==> src/ctt_pkg.sv <==
`default_nettype none
package ctt_pkg;

  // Token kinds as reported on token_kind
  typedef enum logic [4:0] {
    K_NEWLINE  = 5'd0,
    K_COLON    = 5'd1,
    K_SEMI     = 5'd2,
    K_COMMA    = 5'd3,
    K_EQUAL    = 5'd4,
    K_STAR     = 5'd5,
    K_LBRACE   = 5'd6,
    K_RBRACE   = 5'd7,
    K_LBRACKET = 5'd8,
    K_RBRACKET = 5'd9,
    K_LPAREN   = 5'd10,
    K_RPAREN   = 5'd11,
    K_MINUS    = 5'd12,
    K_DOT      = 5'd13,
    K_STRING   = 5'd14,
    K_IDENT    = 5'd15,
    K_INT      = 5'd16,
    K_FLOAT    = 5'd17,
    K_UNKNOWN  = 5'd18
  } kind_t;

  // Character codes
  localparam logic [7:0] CH_NUL        = 8'h00;
  localparam logic [7:0] CH_TAB        = 8'h09;
  localparam logic [7:0] CH_LF         = 8'h0A;
  localparam logic [7:0] CH_CR         = 8'h0D;
  localparam logic [7:0] CH_SPACE      = 8'h20;
  localparam logic [7:0] CH_QUOTE      = 8'h22;
  localparam logic [7:0] CH_LPAREN     = 8'h28;
  localparam logic [7:0] CH_RPAREN     = 8'h29;
  localparam logic [7:0] CH_STAR       = 8'h2A;
  localparam logic [7:0] CH_COMMA      = 8'h2C;
  localparam logic [7:0] CH_MINUS      = 8'h2D;
  localparam logic [7:0] CH_DOT        = 8'h2E;
  localparam logic [7:0] CH_SLASH      = 8'h2F;
  localparam logic [7:0] CH_DIGIT_0    = 8'h30;
  localparam logic [7:0] CH_DIGIT_9    = 8'h39;
  localparam logic [7:0] CH_COLON      = 8'h3A;
  localparam logic [7:0] CH_SEMI       = 8'h3B;
  localparam logic [7:0] CH_EQUAL      = 8'h3D;
  localparam logic [7:0] CH_AT         = 8'h40;
  localparam logic [7:0] CH_UPPER_A    = 8'h41;
  localparam logic [7:0] CH_UPPER_Z    = 8'h5A;
  localparam logic [7:0] CH_LBRACKET   = 8'h5B;
  localparam logic [7:0] CH_RBRACKET   = 8'h5D;
  localparam logic [7:0] CH_UNDERSCORE = 8'h5F;
  localparam logic [7:0] CH_LOWER_A    = 8'h61;
  localparam logic [7:0] CH_LOWER_F    = 8'h66;
  localparam logic [7:0] CH_LOWER_Z    = 8'h7A;
  localparam logic [7:0] CH_LBRACE     = 8'h7B;
  localparam logic [7:0] CH_RBRACE     = 8'h7D;

  // Entries of the token queue between scanner and emitter
  localparam int QUEUE_DEPTH = 4;

  typedef struct packed {
    kind_t       kind;
    logic [31:0] start;
    logic [31:0] length;
    logic [63:0] value;
    logic [31:0] number;
    logic        run_last;
    logic        stream_end;
  } tok_t;

  // Tokens caused by one byte: t0 always, t1 when two is set
  typedef struct packed {
    logic two;
    tok_t t0;
    tok_t t1;
  } pair_t;

  function automatic logic is_digit(logic [7:0] b);
    return (b >= CH_DIGIT_0) && (b <= CH_DIGIT_9);
  endfunction

  function automatic logic is_letter(logic [7:0] b);
    return ((b >= CH_LOWER_A) && (b <= CH_LOWER_Z)) ||
           ((b >= CH_UPPER_A) && (b <= CH_UPPER_Z));
  endfunction

endpackage
`default_nettype wire

==> src/ctt_if.sv <==
`default_nettype none
// Byte stream into the tokenizer
interface ctt_in_if;
  logic       valid;
  logic       ready;
  logic [7:0] text_byte;
  logic       final_byte;

  modport source (output valid, output text_byte, output final_byte, input ready);
  modport sink   (input valid, input text_byte, input final_byte, output ready);
endinterface

// Token stream out of the tokenizer
interface ctt_out_if;
  logic               valid;
  logic               ready;
  logic        [4:0]  token_kind;
  logic        [31:0] token_start;
  logic        [31:0] token_length;
  logic signed [63:0] integer_value;
  logic        [31:0] token_number;
  logic               run_last;
  logic               stream_end;

  modport source (output valid, output token_kind, output token_start, output token_length,
                  output integer_value, output token_number, output run_last,
                  output stream_end, input ready);
  modport sink   (input valid, input token_kind, input token_start, input token_length,
                  input integer_value, input token_number, input run_last,
                  input stream_end, output ready);
endinterface
`default_nettype wire

==> src/ctt_scan.sv <==
`default_nettype none
module ctt_scan #(
  parameter int OFFSET_WIDTH = 32,
  parameter int VALUE_WIDTH  = 64
) (
  input  logic           clk,
  input  logic           rst,
  ctt_in_if.sink         text,
  input  logic           q_full,
  output logic           push,
  output ctt_pkg::pair_t push_data
);
  import ctt_pkg::*;

  localparam int OW = OFFSET_WIDTH;
  localparam int VW = VALUE_WIDTH;
  localparam logic [VW-1:0] MAG_CAP = {1'b1, {(VW-1){1'b0}}};
  localparam logic [VW-1:0] MAG_MAX = {1'b0, {(VW-1){1'b1}}};

  typedef enum logic [2:0] {
    M_IDLE,
    M_HELD,
    M_COMMENT,
    M_IDENT,
    M_NUMBER,
    M_STRING,
    M_BLOCK,
    M_BRACE
  } mode_t;

  typedef struct packed {
    mode_t         mode;
    logic [7:0]    held;
    logic [OW-1:0] start;
    logic [OW-1:0] span;
    logic [VW-1:0] acc;
    logic          neg;
    logic          stopped;
    logic          dot;
  } scan_t;

  typedef struct packed {
    logic v;
    tok_t t;
  } cand_t;

  scan_t         s, s1, s_next, fin_src;
  logic [OW-1:0] pos, pos_next;
  logic [31:0]   count, count_next;
  logic [7:0]    ch;
  logic          accept, zero_byte, ended, take_a, idle_go;
  cand_t         fin_a, cand_a, cand_b, cand_c, fin_c, slot0, slot1;

  // Saturating add of 1 or 2 to an offset
  function automatic logic [OW-1:0] sat_add(logic [OW-1:0] x, logic [1:0] n);
    logic [OW:0] sum;
    sum = {1'b0, x} + {{(OW-1){1'b0}}, n};
    return sum[OW] ? {OW{1'b1}} : sum[OW-1:0];
  endfunction

  function automatic logic [31:0] to32(logic [OW-1:0] x);
    logic [63:0] w;
    w = 64'(x);
    return w[31:0];
  endfunction

  // acc*10 + d, clamped at the magnitude cap
  function automatic logic [VW-1:0] accumulate(logic [VW-1:0] acc, logic [3:0] d);
    logic [VW+3:0] prod;
    prod = {1'b0, acc, 3'b000} + {3'b000, acc, 1'b0} + {{VW{1'b0}}, d};
    return (prod > {4'b0000, MAG_CAP}) ? MAG_CAP : prod[VW-1:0];
  endfunction

  function automatic logic [63:0] int_value(logic [VW-1:0] acc, logic neg);
    logic signed [VW-1:0] r;
    if (neg) begin
      r = signed'({VW{1'b0}} - acc);
    end else begin
      r = acc[VW-1] ? signed'(MAG_MAX) : signed'(acc);
    end
    return 64'(r);
  endfunction

  function automatic scan_t start_num(logic [OW-1:0] st, logic [OW-1:0] sp, logic ng,
                                      logic dt, logic [3:0] d);
    scan_t r;
    r = '0;
    r.mode    = M_NUMBER;
    r.start   = st;
    r.span    = sp;
    r.neg     = ng;
    r.dot     = dt;
    r.stopped = dt;
    r.acc     = dt ? '0 : {{(VW-4){1'b0}}, d};
    return r;
  endfunction

  // Token reported when a pending construct is closed
  function automatic cand_t finish(scan_t f);
    cand_t c;
    c = '0;
    c.t.start  = to32(f.start);
    c.t.length = to32(f.span);
    case (f.mode)
      M_HELD: begin
        c.v        = 1'b1;
        c.t.length = 32'd1;
        c.t.kind   = (f.held == CH_MINUS) ? K_MINUS :
                     (f.held == CH_DOT)   ? K_DOT   : K_UNKNOWN;
      end
      M_IDENT: begin
        c.v      = 1'b1;
        c.t.kind = K_IDENT;
      end
      M_NUMBER: begin
        c.v = 1'b1;
        if (f.dot) begin
          c.t.kind = K_FLOAT;
        end else begin
          c.t.kind  = K_INT;
          c.t.value = int_value(f.acc, f.neg);
        end
      end
      M_STRING, M_BLOCK: begin
        c.v      = 1'b1;
        c.t.kind = K_STRING;
      end
      M_BRACE: begin
        c.v        = 1'b1;
        c.t.kind   = K_STRING;
        c.t.length = to32(sat_add(f.span, 2'd1));
      end
      default: c.v = 1'b0;
    endcase
    return c;
  endfunction

  assign ch         = text.text_byte;
  assign text.ready = !q_full;
  assign accept     = text.valid && text.ready;
  assign zero_byte  = (ch == CH_NUL);
  assign ended      = zero_byte || text.final_byte;

  // Mode update for one byte
  always_comb begin
    s1      = s;
    fin_src = s;
    take_a  = 1'b0;
    idle_go = 1'b0;
    unique case (s.mode)
      M_HELD: begin
        if (s.held == CH_MINUS && is_digit(ch)) begin
          s1 = start_num(s.start, OW'(2), 1'b1, 1'b0, ch[3:0]);
        end else if (s.held == CH_DOT && is_digit(ch)) begin
          s1 = start_num(s.start, OW'(2), 1'b0, 1'b1, ch[3:0]);
        end else if (s.held == CH_SLASH && ch == CH_SLASH) begin
          s1.mode = M_COMMENT;
          s1.held = '0;
        end else if (s.held == CH_AT && ch == CH_LBRACE) begin
          s1.mode  = M_BLOCK;
          s1.held  = '0;
          s1.start = sat_add(pos, 2'd1);
          s1.span  = '0;
        end else begin
          take_a  = 1'b1;
          s1.mode = M_IDLE;
          s1.held = '0;
          idle_go = 1'b1;
        end
      end
      M_COMMENT: begin
        if (ch == CH_LF) begin
          s1.mode = M_IDLE;
          idle_go = 1'b1;
        end
      end
      M_IDENT: begin
        if (is_letter(ch) || is_digit(ch) || ch == CH_UNDERSCORE) begin
          s1.span = sat_add(s.span, 2'd1);
        end else begin
          take_a  = 1'b1;
          s1.mode = M_IDLE;
          idle_go = 1'b1;
        end
      end
      M_NUMBER: begin
        if (is_digit(ch)) begin
          s1.span = sat_add(s.span, 2'd1);
          if (!s.stopped) s1.acc = accumulate(s.acc, ch[3:0]);
        end else if (ch == CH_MINUS || ch == CH_DOT) begin
          s1.span    = sat_add(s.span, 2'd1);
          s1.stopped = 1'b1;
          if (ch == CH_DOT) s1.dot = 1'b1;
        end else if (ch == CH_LOWER_F) begin
          // trailing 'f' belongs to the number and closes it
          s1.span = sat_add(s.span, 2'd1);
          fin_src = s1;
          take_a  = 1'b1;
          s1.mode = M_IDLE;
        end else begin
          take_a  = 1'b1;
          s1.mode = M_IDLE;
          idle_go = 1'b1;
        end
      end
      M_STRING: begin
        if (ch == CH_QUOTE) begin
          take_a  = 1'b1;
          s1.mode = M_IDLE;
        end else begin
          s1.span = sat_add(s.span, 2'd1);
        end
      end
      M_BLOCK: begin
        if (ch == CH_RBRACE) begin
          s1.mode = M_BRACE;
        end else begin
          s1.span = sat_add(s.span, 2'd1);
        end
      end
      M_BRACE: begin
        if (ch == CH_AT) begin
          take_a       = 1'b1;
          fin_src.mode = M_BLOCK;
          s1.mode      = M_IDLE;
        end else if (ch == CH_RBRACE) begin
          s1.span = sat_add(s.span, 2'd1);
        end else begin
          s1.span = sat_add(s.span, 2'd2);
          s1.mode = M_BLOCK;
        end
      end
      default: idle_go = 1'b1;
    endcase

    // Byte seen between tokens
    cand_b          = '0;
    cand_b.t.start  = to32(pos);
    cand_b.t.length = 32'd1;
    if (idle_go) begin
      unique case (ch) inside
        CH_SPACE, CH_TAB: ;
        CH_CR, CH_LF: begin
          cand_b.v = 1'b1; cand_b.t.kind = K_NEWLINE;
        end
        CH_COLON:    begin cand_b.v = 1'b1; cand_b.t.kind = K_COLON;    end
        CH_SEMI:     begin cand_b.v = 1'b1; cand_b.t.kind = K_SEMI;     end
        CH_COMMA:    begin cand_b.v = 1'b1; cand_b.t.kind = K_COMMA;    end
        CH_EQUAL:    begin cand_b.v = 1'b1; cand_b.t.kind = K_EQUAL;    end
        CH_STAR:     begin cand_b.v = 1'b1; cand_b.t.kind = K_STAR;     end
        CH_LBRACE:   begin cand_b.v = 1'b1; cand_b.t.kind = K_LBRACE;   end
        CH_RBRACE:   begin cand_b.v = 1'b1; cand_b.t.kind = K_RBRACE;   end
        CH_LBRACKET: begin cand_b.v = 1'b1; cand_b.t.kind = K_LBRACKET; end
        CH_RBRACKET: begin cand_b.v = 1'b1; cand_b.t.kind = K_RBRACKET; end
        CH_LPAREN:   begin cand_b.v = 1'b1; cand_b.t.kind = K_LPAREN;   end
        CH_RPAREN:   begin cand_b.v = 1'b1; cand_b.t.kind = K_RPAREN;   end
        CH_MINUS, CH_DOT, CH_SLASH, CH_AT: begin
          s1.mode  = M_HELD;
          s1.held  = ch;
          s1.start = pos;
        end
        CH_QUOTE: begin
          s1.mode  = M_STRING;
          s1.start = sat_add(pos, 2'd1);
          s1.span  = '0;
        end
        [CH_UPPER_A:CH_UPPER_Z], [CH_LOWER_A:CH_LOWER_Z]: begin
          s1.mode  = M_IDENT;
          s1.start = pos;
          s1.span  = OW'(1);
        end
        [CH_DIGIT_0:CH_DIGIT_9]: begin
          s1 = start_num(pos, OW'(1), 1'b0, 1'b0, ch[3:0]);
        end
        default: begin
          cand_b.v = 1'b1; cand_b.t.kind = K_UNKNOWN;
        end
      endcase
    end
  end

  // Collect up to two tokens in order and number them
  always_comb begin
    fin_a    = finish(zero_byte ? s : fin_src);
    cand_a   = fin_a;
    cand_a.v = fin_a.v && (zero_byte || take_a);
    fin_c    = finish(s1);
    cand_c   = fin_c;
    cand_c.v = fin_c.v && !zero_byte && text.final_byte;

    slot0 = cand_a.v ? cand_a : ((cand_b.v && !zero_byte) ? cand_b : cand_c);
    if (cand_a.v) begin
      slot1 = (cand_b.v && !zero_byte) ? cand_b : cand_c;
    end else if (cand_b.v && !zero_byte) begin
      slot1 = cand_c;
    end else begin
      slot1 = '0;
    end

    push_data              = '0;
    push_data.two          = slot1.v;
    push_data.t0           = slot0.t;
    push_data.t0.number    = count;
    push_data.t0.run_last  = !slot1.v;
    push_data.t0.stream_end = ended && !slot1.v;
    push_data.t1           = slot1.t;
    push_data.t1.number    = count + 32'd1;
    push_data.t1.run_last  = 1'b1;
    push_data.t1.stream_end = ended;

    push = accept && slot0.v;

    if (ended) begin
      s_next     = '0;
      pos_next   = '0;
      count_next = '0;
    end else begin
      s_next     = s1;
      pos_next   = sat_add(pos, 2'd1);
      count_next = count + 32'(slot0.v) + 32'(slot1.v);
    end
  end

  // Scanner state
  always_ff @(posedge clk) begin
    if (rst) begin
      s     <= '0;
      pos   <= '0;
      count <= '0;
    end else if (accept) begin
      s     <= s_next;
      pos   <= pos_next;
      count <= count_next;
    end
  end

endmodule
`default_nettype wire

==> src/ctt_queue.sv <==
`default_nettype none
module ctt_queue (
  input  logic           clk,
  input  logic           rst,
  input  logic           push,
  input  ctt_pkg::pair_t push_data,
  output logic           full,
  input  logic           pop,
  output ctt_pkg::pair_t pop_data,
  output logic           empty
);
  import ctt_pkg::*;

  localparam int PTR_W = $clog2(QUEUE_DEPTH);
  localparam int CNT_W = $clog2(QUEUE_DEPTH + 1);

  pair_t             slots [QUEUE_DEPTH];
  logic [PTR_W-1:0]  wr_ptr, rd_ptr;
  logic [CNT_W-1:0]  fill;

  assign full     = (fill == CNT_W'(QUEUE_DEPTH));
  assign empty    = (fill == '0);
  assign pop_data = slots[rd_ptr];

  // Entry storage
  always_ff @(posedge clk) begin
    if (push) slots[wr_ptr] <= push_data;
  end

  // Pointers and fill level
  always_ff @(posedge clk) begin
    if (rst) begin
      wr_ptr <= '0;
      rd_ptr <= '0;
      fill   <= '0;
    end else begin
      if (push) wr_ptr <= wr_ptr + PTR_W'(1);
      if (pop)  rd_ptr <= rd_ptr + PTR_W'(1);
      case ({push, pop})
        2'b10:   fill <= fill + CNT_W'(1);
        2'b01:   fill <= fill - CNT_W'(1);
        default: fill <= fill;
      endcase
    end
  end

endmodule
`default_nettype wire

==> src/ctt_emit.sv <==
`default_nettype none
module ctt_emit (
  input  logic           clk,
  input  logic           rst,
  input  logic           q_empty,
  input  ctt_pkg::pair_t q_data,
  output logic           q_pop,
  ctt_out_if.source      tokens
);
  import ctt_pkg::*;

  pair_t cur;
  logic  cur_valid, second, take, advance;
  tok_t  sel;

  assign take    = tokens.valid && tokens.ready;
  // current entry is used up (or absent) so the next one may load
  assign advance = !cur_valid || (take && (second || !cur.two));
  assign q_pop   = advance && !q_empty;
  assign sel     = second ? cur.t1 : cur.t0;

  assign tokens.valid         = cur_valid;
  assign tokens.token_kind    = sel.kind;
  assign tokens.token_start   = sel.start;
  assign tokens.token_length  = sel.length;
  assign tokens.integer_value = signed'(sel.value);
  assign tokens.token_number  = sel.number;
  assign tokens.run_last      = sel.run_last;
  assign tokens.stream_end    = sel.stream_end;

  // Output register, one token per cycle while tokens.ready is high
  always_ff @(posedge clk) begin
    if (rst) begin
      cur_valid <= 1'b0;
      second    <= 1'b0;
    end else if (advance) begin
      cur_valid <= !q_empty;
      second    <= 1'b0;
    end else if (take) begin
      second <= 1'b1;
    end
  end

  always_ff @(posedge clk) begin
    if (advance && !q_empty) cur <= q_data;
  end

endmodule
`default_nettype wire

==> src/config_text_tokenizer_unit.sv <==
`default_nettype none
// Streaming tokenizer for a small configuration language. The text port takes one source byte
// per cycle whenever the four-entry token queue has room; the scanner decides each byte's
// tokens (at most two) in that same cycle, with one shift-add multiply-by-ten step for integer
// values. The token port delivers one token per cycle from an output register while the sink
// is ready; a byte that closes one token and opens another (an identifier ended by ':' for
// example) has its two tokens delivered in turn, and the queue absorbs such bursts. A NUL byte
// or final_byte ends the stream, flushes any open token and restarts offsets and token
// numbering at zero. Offsets and lengths saturate at OFFSET_WIDTH bits; integers saturate at
// VALUE_WIDTH signed limits.
module config_text_tokenizer_unit #(
  parameter int OFFSET_WIDTH = 32,
  parameter int VALUE_WIDTH  = 64
) (
  input  logic      clk,
  input  logic      rst,
  ctt_in_if.sink    text,
  ctt_out_if.source tokens
);
  import ctt_pkg::*;

  logic  push, q_full, q_pop, q_empty;
  pair_t push_data, q_data;

  // Front: byte classification and token assembly
  ctt_scan #(
    .OFFSET_WIDTH (OFFSET_WIDTH),
    .VALUE_WIDTH  (VALUE_WIDTH)
  ) u_scan (
    .clk       (clk),
    .rst       (rst),
    .text      (text),
    .q_full    (q_full),
    .push      (push),
    .push_data (push_data)
  );

  // Decoupling queue
  ctt_queue u_queue (
    .clk       (clk),
    .rst       (rst),
    .push      (push),
    .push_data (push_data),
    .full      (q_full),
    .pop       (q_pop),
    .pop_data  (q_data),
    .empty     (q_empty)
  );

  // Back: token delivery
  ctt_emit u_emit (
    .clk     (clk),
    .rst     (rst),
    .q_empty (q_empty),
    .q_data  (q_data),
    .q_pop   (q_pop),
    .tokens  (tokens)
  );

endmodule
`default_nettype wire
==> src/flat_wrapper.sv <==
// flat-port wrapper written by rule: the top's interface ports become plain ports
module config_text_tokenizer_unit_flat import ctt_pkg::*;
#(
  parameter int OFFSET_WIDTH = 32,
  parameter int VALUE_WIDTH  = 64
)
  (clk, rst, text_valid, text_text_byte, text_final_byte, text_ready, tokens_valid, tokens_token_kind, tokens_token_start, tokens_token_length, tokens_integer_value, tokens_token_number, tokens_run_last, tokens_stream_end, tokens_ready);
  ctt_in_if text_i ();
  ctt_out_if tokens_i ();
  input  logic clk;
  input  logic rst;
  input wire logic [$bits(text_i.valid)-1:0] text_valid;
  input wire logic [$bits(text_i.text_byte)-1:0] text_text_byte;
  input wire logic [$bits(text_i.final_byte)-1:0] text_final_byte;
  output wire logic [$bits(text_i.ready)-1:0] text_ready;
  output wire logic [$bits(tokens_i.valid)-1:0] tokens_valid;
  output wire logic [$bits(tokens_i.token_kind)-1:0] tokens_token_kind;
  output wire logic [$bits(tokens_i.token_start)-1:0] tokens_token_start;
  output wire logic [$bits(tokens_i.token_length)-1:0] tokens_token_length;
  output wire logic [$bits(tokens_i.integer_value)-1:0] tokens_integer_value;
  output wire logic [$bits(tokens_i.token_number)-1:0] tokens_token_number;
  output wire logic [$bits(tokens_i.run_last)-1:0] tokens_run_last;
  output wire logic [$bits(tokens_i.stream_end)-1:0] tokens_stream_end;
  input wire logic [$bits(tokens_i.ready)-1:0] tokens_ready;
  assign text_i.valid = text_valid;
  assign text_i.text_byte = text_text_byte;
  assign text_i.final_byte = text_final_byte;
  assign text_ready = text_i.ready;
  assign tokens_valid = tokens_i.valid;
  assign tokens_token_kind = tokens_i.token_kind;
  assign tokens_token_start = tokens_i.token_start;
  assign tokens_token_length = tokens_i.token_length;
  assign tokens_integer_value = tokens_i.integer_value;
  assign tokens_token_number = tokens_i.token_number;
  assign tokens_run_last = tokens_i.run_last;
  assign tokens_stream_end = tokens_i.stream_end;
  assign tokens_i.ready = tokens_ready;
  config_text_tokenizer_unit #(.OFFSET_WIDTH(OFFSET_WIDTH), .VALUE_WIDTH(VALUE_WIDTH)) u_core (.clk(clk), .rst(rst), .text(text_i), .tokens(tokens_i));
endmodule
==> config.mk <==
export PLATFORM = sky130hd
export DESIGN_NAME = config_text_tokenizer_unit_flat
export DESIGN_NICKNAME = d
export VERILOG_FILES = /design/src/ctt_pkg.sv /design/src/ctt_if.sv /design/src/ctt_scan.sv /design/src/ctt_queue.sv /design/src/ctt_emit.sv /design/src/config_text_tokenizer_unit.sv /design/src/flat_wrapper.sv
export SDC_FILE = /design/constraint.sdc
export NUM_CORES = 2
export LEC_CHECK = 0
export BUFFER_PORTS_ARGS = -buffer_cell sky130_fd_sc_hd__buf_2
export CAP_MARGIN = 20
export CORE_ASPECT_RATIO = 2
export CORE_UTILIZATION = 55
export DETAILED_ROUTE_END_ITERATION = 12
export GPL_TIMING_DRIVEN = 0
export HOLD_SLACK_MARGIN = 0.08
export PLACE_DENSITY = 0.7
export SLEW_MARGIN = 20
export SYNTH_ARGS = -nofsm -noshare
export SYNTH_HDL_FRONTEND = slang
export SYNTH_SLANG_ARGS = --single-unit
==> constraint.sdc <==
create_clock -name clk -period 24.5 [get_ports clk]
set_input_delay 0 -clock clk [delete_from_list [all_inputs] [get_ports clk]]
set_output_delay 0 -clock clk [all_outputs]
set_load 0.02 [all_outputs]
==> results.toml <==
[cts]
worstSkewPairLatency_ps = 880
cts_tree = "yes"
cts_buffers = 164
cts_buffer_depth = 4
ctsResizeCount = 0
cts.clk_slew.worst_paths_ps = 70
htree_levels = 4
root_buffer = "clkbuf_16"
clkSinkCount = 1885

[critical_path]
cpPeakStageDelay_ps = 1010
crit_arrival_ps = 12310
end_kind = "flop"
r2r_start = "u_core.u_scan.s[66]$_SDFFE_PP0P_"
reg2reg_depth = 28
timing.rr.end = "u_core.u_queue.slots[2][242]$_DFFE_PP_"
worstPathRequired_ps = 24980
r2r_slack_ps = 12670
crit_fanout = 10
critical_path.startpoint_type = "flop"
cp_slowest_cell = "o31ai_1"
cp-startpoint = "u_core.u_scan.s[66]$_SDFFE_PP0P_"
critical_path_class = "flop to flop"
cp-endpoint = "u_core.u_queue.slots[2][242]$_DFFE_PP_"

[logic_synthesis]
yosysTopAreaCellShare = 0.5532
async_flop_share = 0
yosysTopAreaCell = "edfxtp_1"
ys_ff_latch = 1885
yosysWarnings = 0
yosysMostFrequentCell = "edfxtp_1"
synth-main-ff-cell = "edfxtp_1"
syn_inst = 6992
yosys.cell_types.count = 114
yosys-top-cells-area = "edfxtp_1, mux4_2, dfxtp_1"
syn_area_mm2 = 0.09065
ys_seq_area_frac = 0.6007
ys_top_cells_by_count = "edfxtp_1, nor2_1, nand2_1"
syn_avg_cell_area_um2 = 12.97
synth_edf_count = 1670

[drt]
vias_per_cell = 7.142
drt-met1-wl_mm = 107.1
route.detailed.drc = 0
met3WireLength_mm = 34.48
wire_per_inst_um = 38.45
wl_met2_mm = 186.8
routed.top_layer = "met5"
routed_wl_mm = 382.3
firstDrtPassIters = 10
drt-initial-drc-count = 8973
ant_nets = 0
vias = 71016

[floorplan]
start_util = 0.5538
die_area_mm2 = 0.1665
die_height_um = 576.1
rows = 210
core_area_mm2 = 0.1637
die_w_um = 289.1
io_pins = 182

[grt]
grt_pass1_vias = 70921
grt_pass1_wl_mm = 537.5
grtUsageTotal = 0.4671
grt_max_degree = 48
gr-total-overflow = 0
antenna_found_initial = 32

[power_and_ir_drop]
p_total_mw = 9.175
power_density_mw_per_mm2 = 89.40
ir_drop_mv = 0.09371
power.leakage_nw = 35.37

[sta]
min_period_over_period = 0.4829
timing.final.crit_period_ps = 11830
finalSetupViolCount = 0
rsz0062_at_grt = "false"
finalHoldViolCount = 0
final.setup_skew_ps = 106.3
report.final.slew_viol_count = 0
fmax_mhz = 84.53
finalSetupTns_ps = 0
worst_slew_pin_slew_ps = 1360
setup_ws_ps = 12670
worst_slew_margin_rel = 0.08471

[flow_run]
maxCapViolations = 0

[layout]
design_area_mm2 = 0.1026
final_layout_size_suffix_gt1_frac = 0.1643
fin_util = 0.6270
fin_nets = 7828
area_growth_pct = 13.21

[worst_hold_path]
hp-start = "text_text_byte[7]"
hold_class = "primary input to flop"

[place]
gp_congestion = 1.068
dpl_cell_area_mm2 = 0.09700
portBuffers = 180
dp_slack_ps = 13410
dp_hpwl_mm = 275.7

[run_status]
outcome = "complete, no violations"
-- sequential cells by signal, summed over array words and instances, names as in the netlist --
signal / flops
u_core.u_scan.pos: 32
u_core.u_emit.cur: 334
u_core.u_emit.tokens.valid: 1
u_core.u_queue.wr_ptr: 2
u_core.u_scan.s: 142
u_core.u_scan.count: 32
u_core.u_queue.slots: 1336
u_core.u_queue.rd_ptr: 2
u_core.u_emit.second: 1
u_core.u_queue.fill: 3
-- placed cells by master (no fill, tap or decap), drive strengths merged, types with 158 or more instances in the layout --
master / instances
mux2: 201
buf: 369
edfxtp: 1670
a22oi: 158
dfxtp: 215
clkbuf: 589
a21oi: 429
conb: 240
mux4: 334
nor2: 696
o21ai: 326
nand2: 503
-- critical path, delay by kind of cell (launching register included) --
family / cells / cell delay, ps
AO/OA/AOI/OAI: 9 / 3940
adder cells (fa/ha/maj): 3 / 1330
AND/OR/NAND/NOR: 10 / 2870
flip-flops: 1 / 630
buffers and inverters: 6 / 2600
-- stage by stage --
step / hold WS, ps / std cells
floorplan: 162.3 / 7231
global placement: 306.1 / 9531
detailed placement: 315.4 / 9604
CTS: 144.2 / 9903
global route: 230.5 / 9915
finish: 197.9 / 9944
-- worst min-delay path by stage --
stage / slack [ps] / to / cells after the start
6_report: 200 / u_core.u_scan.s[1]$_SDFFE_PP0P_ / 6
3_3_place_gp: 310 / u_core.u_emit.second$_SDFFE_PP0P_ / 3
2_1_floorplan: 160 / u_core.u_emit.second$_SDFFE_PP0P_ / 2
3_5_place_dp: 320 / u_core.u_emit.second$_SDFFE_PP0P_ / 3
5_1_grt: 230 / u_core.u_scan.s[140]$_SDFFE_PP0P_ / 7
4_1_cts: 140 / u_core.u_scan.s[1]$_SDFFE_PP0P_ / 6
-- report_power, final --
| part | switching [mW] | internal [mW] | total (mW) |
|---|---|---|---|
| clock network | 1.18 | 1.41 | 2.59 |
| logic | 1.40 | 0.895 | 2.29 |
| registers | 0.160 | 4.14 | 4.30 |
| total | 2.74 | 6.44 | 9.18 |
-- timing repair --
item / in CTS / in global routing
setup buffers: 0 / 0
hold buffers: 10 / 0
endpoints found under the hold margin: 84 / 0
-- layout make-up --
| cell class | count | area, µm² |
|---|---|---|
| well taps | 2120 | 2653 |
| flip-flops and latches | 1885 | 54450 |
| clock inverters | 82 | 754.5 |
| multi-input cells | 4797 | 35290 |
| inverters | 60 | 225.2 |
| clock buffers | 207 | 4409 |
| diodes | 32 | 80.08 |
| fillers | 11911 | 61060 |
| plain buffers | 489 | 1992 |
| repair buffers | 272 | 2776 |
-- logic make-up (layout without fill, tap and decap cells) --
| kind of cell | Yosys count | count (layout) | share of synthesized area |
|---|---|---|---|
| adders and majority gates | 147 | 147 | 0.02059 |
| muxes | 598 | 598 | 0.1149 |
| AOI/OAI and AO/OA | 1648 | 1648 | 0.1200 |
| and+or+nand+nor | 2006 | 2006 | 0.1049 |
| DFF | 1885 | 1885 | 0.6007 |
| xor gates and xnor gates | 158 | 158 | 0.01527 |
| other | 1 | 272 | 0.00004137 |
| buffers and inverters | 549 | 1110 | 0.02363 |
-- per-layer routing --
layer,vias up,GRT usage
met5,-,0.004412
met4,12,0.5054
met3,2341,0.1459
met2,5503,0.7696
met1,34516,0.4326
li1,28644,-
(Power assumes the default switching activity.)
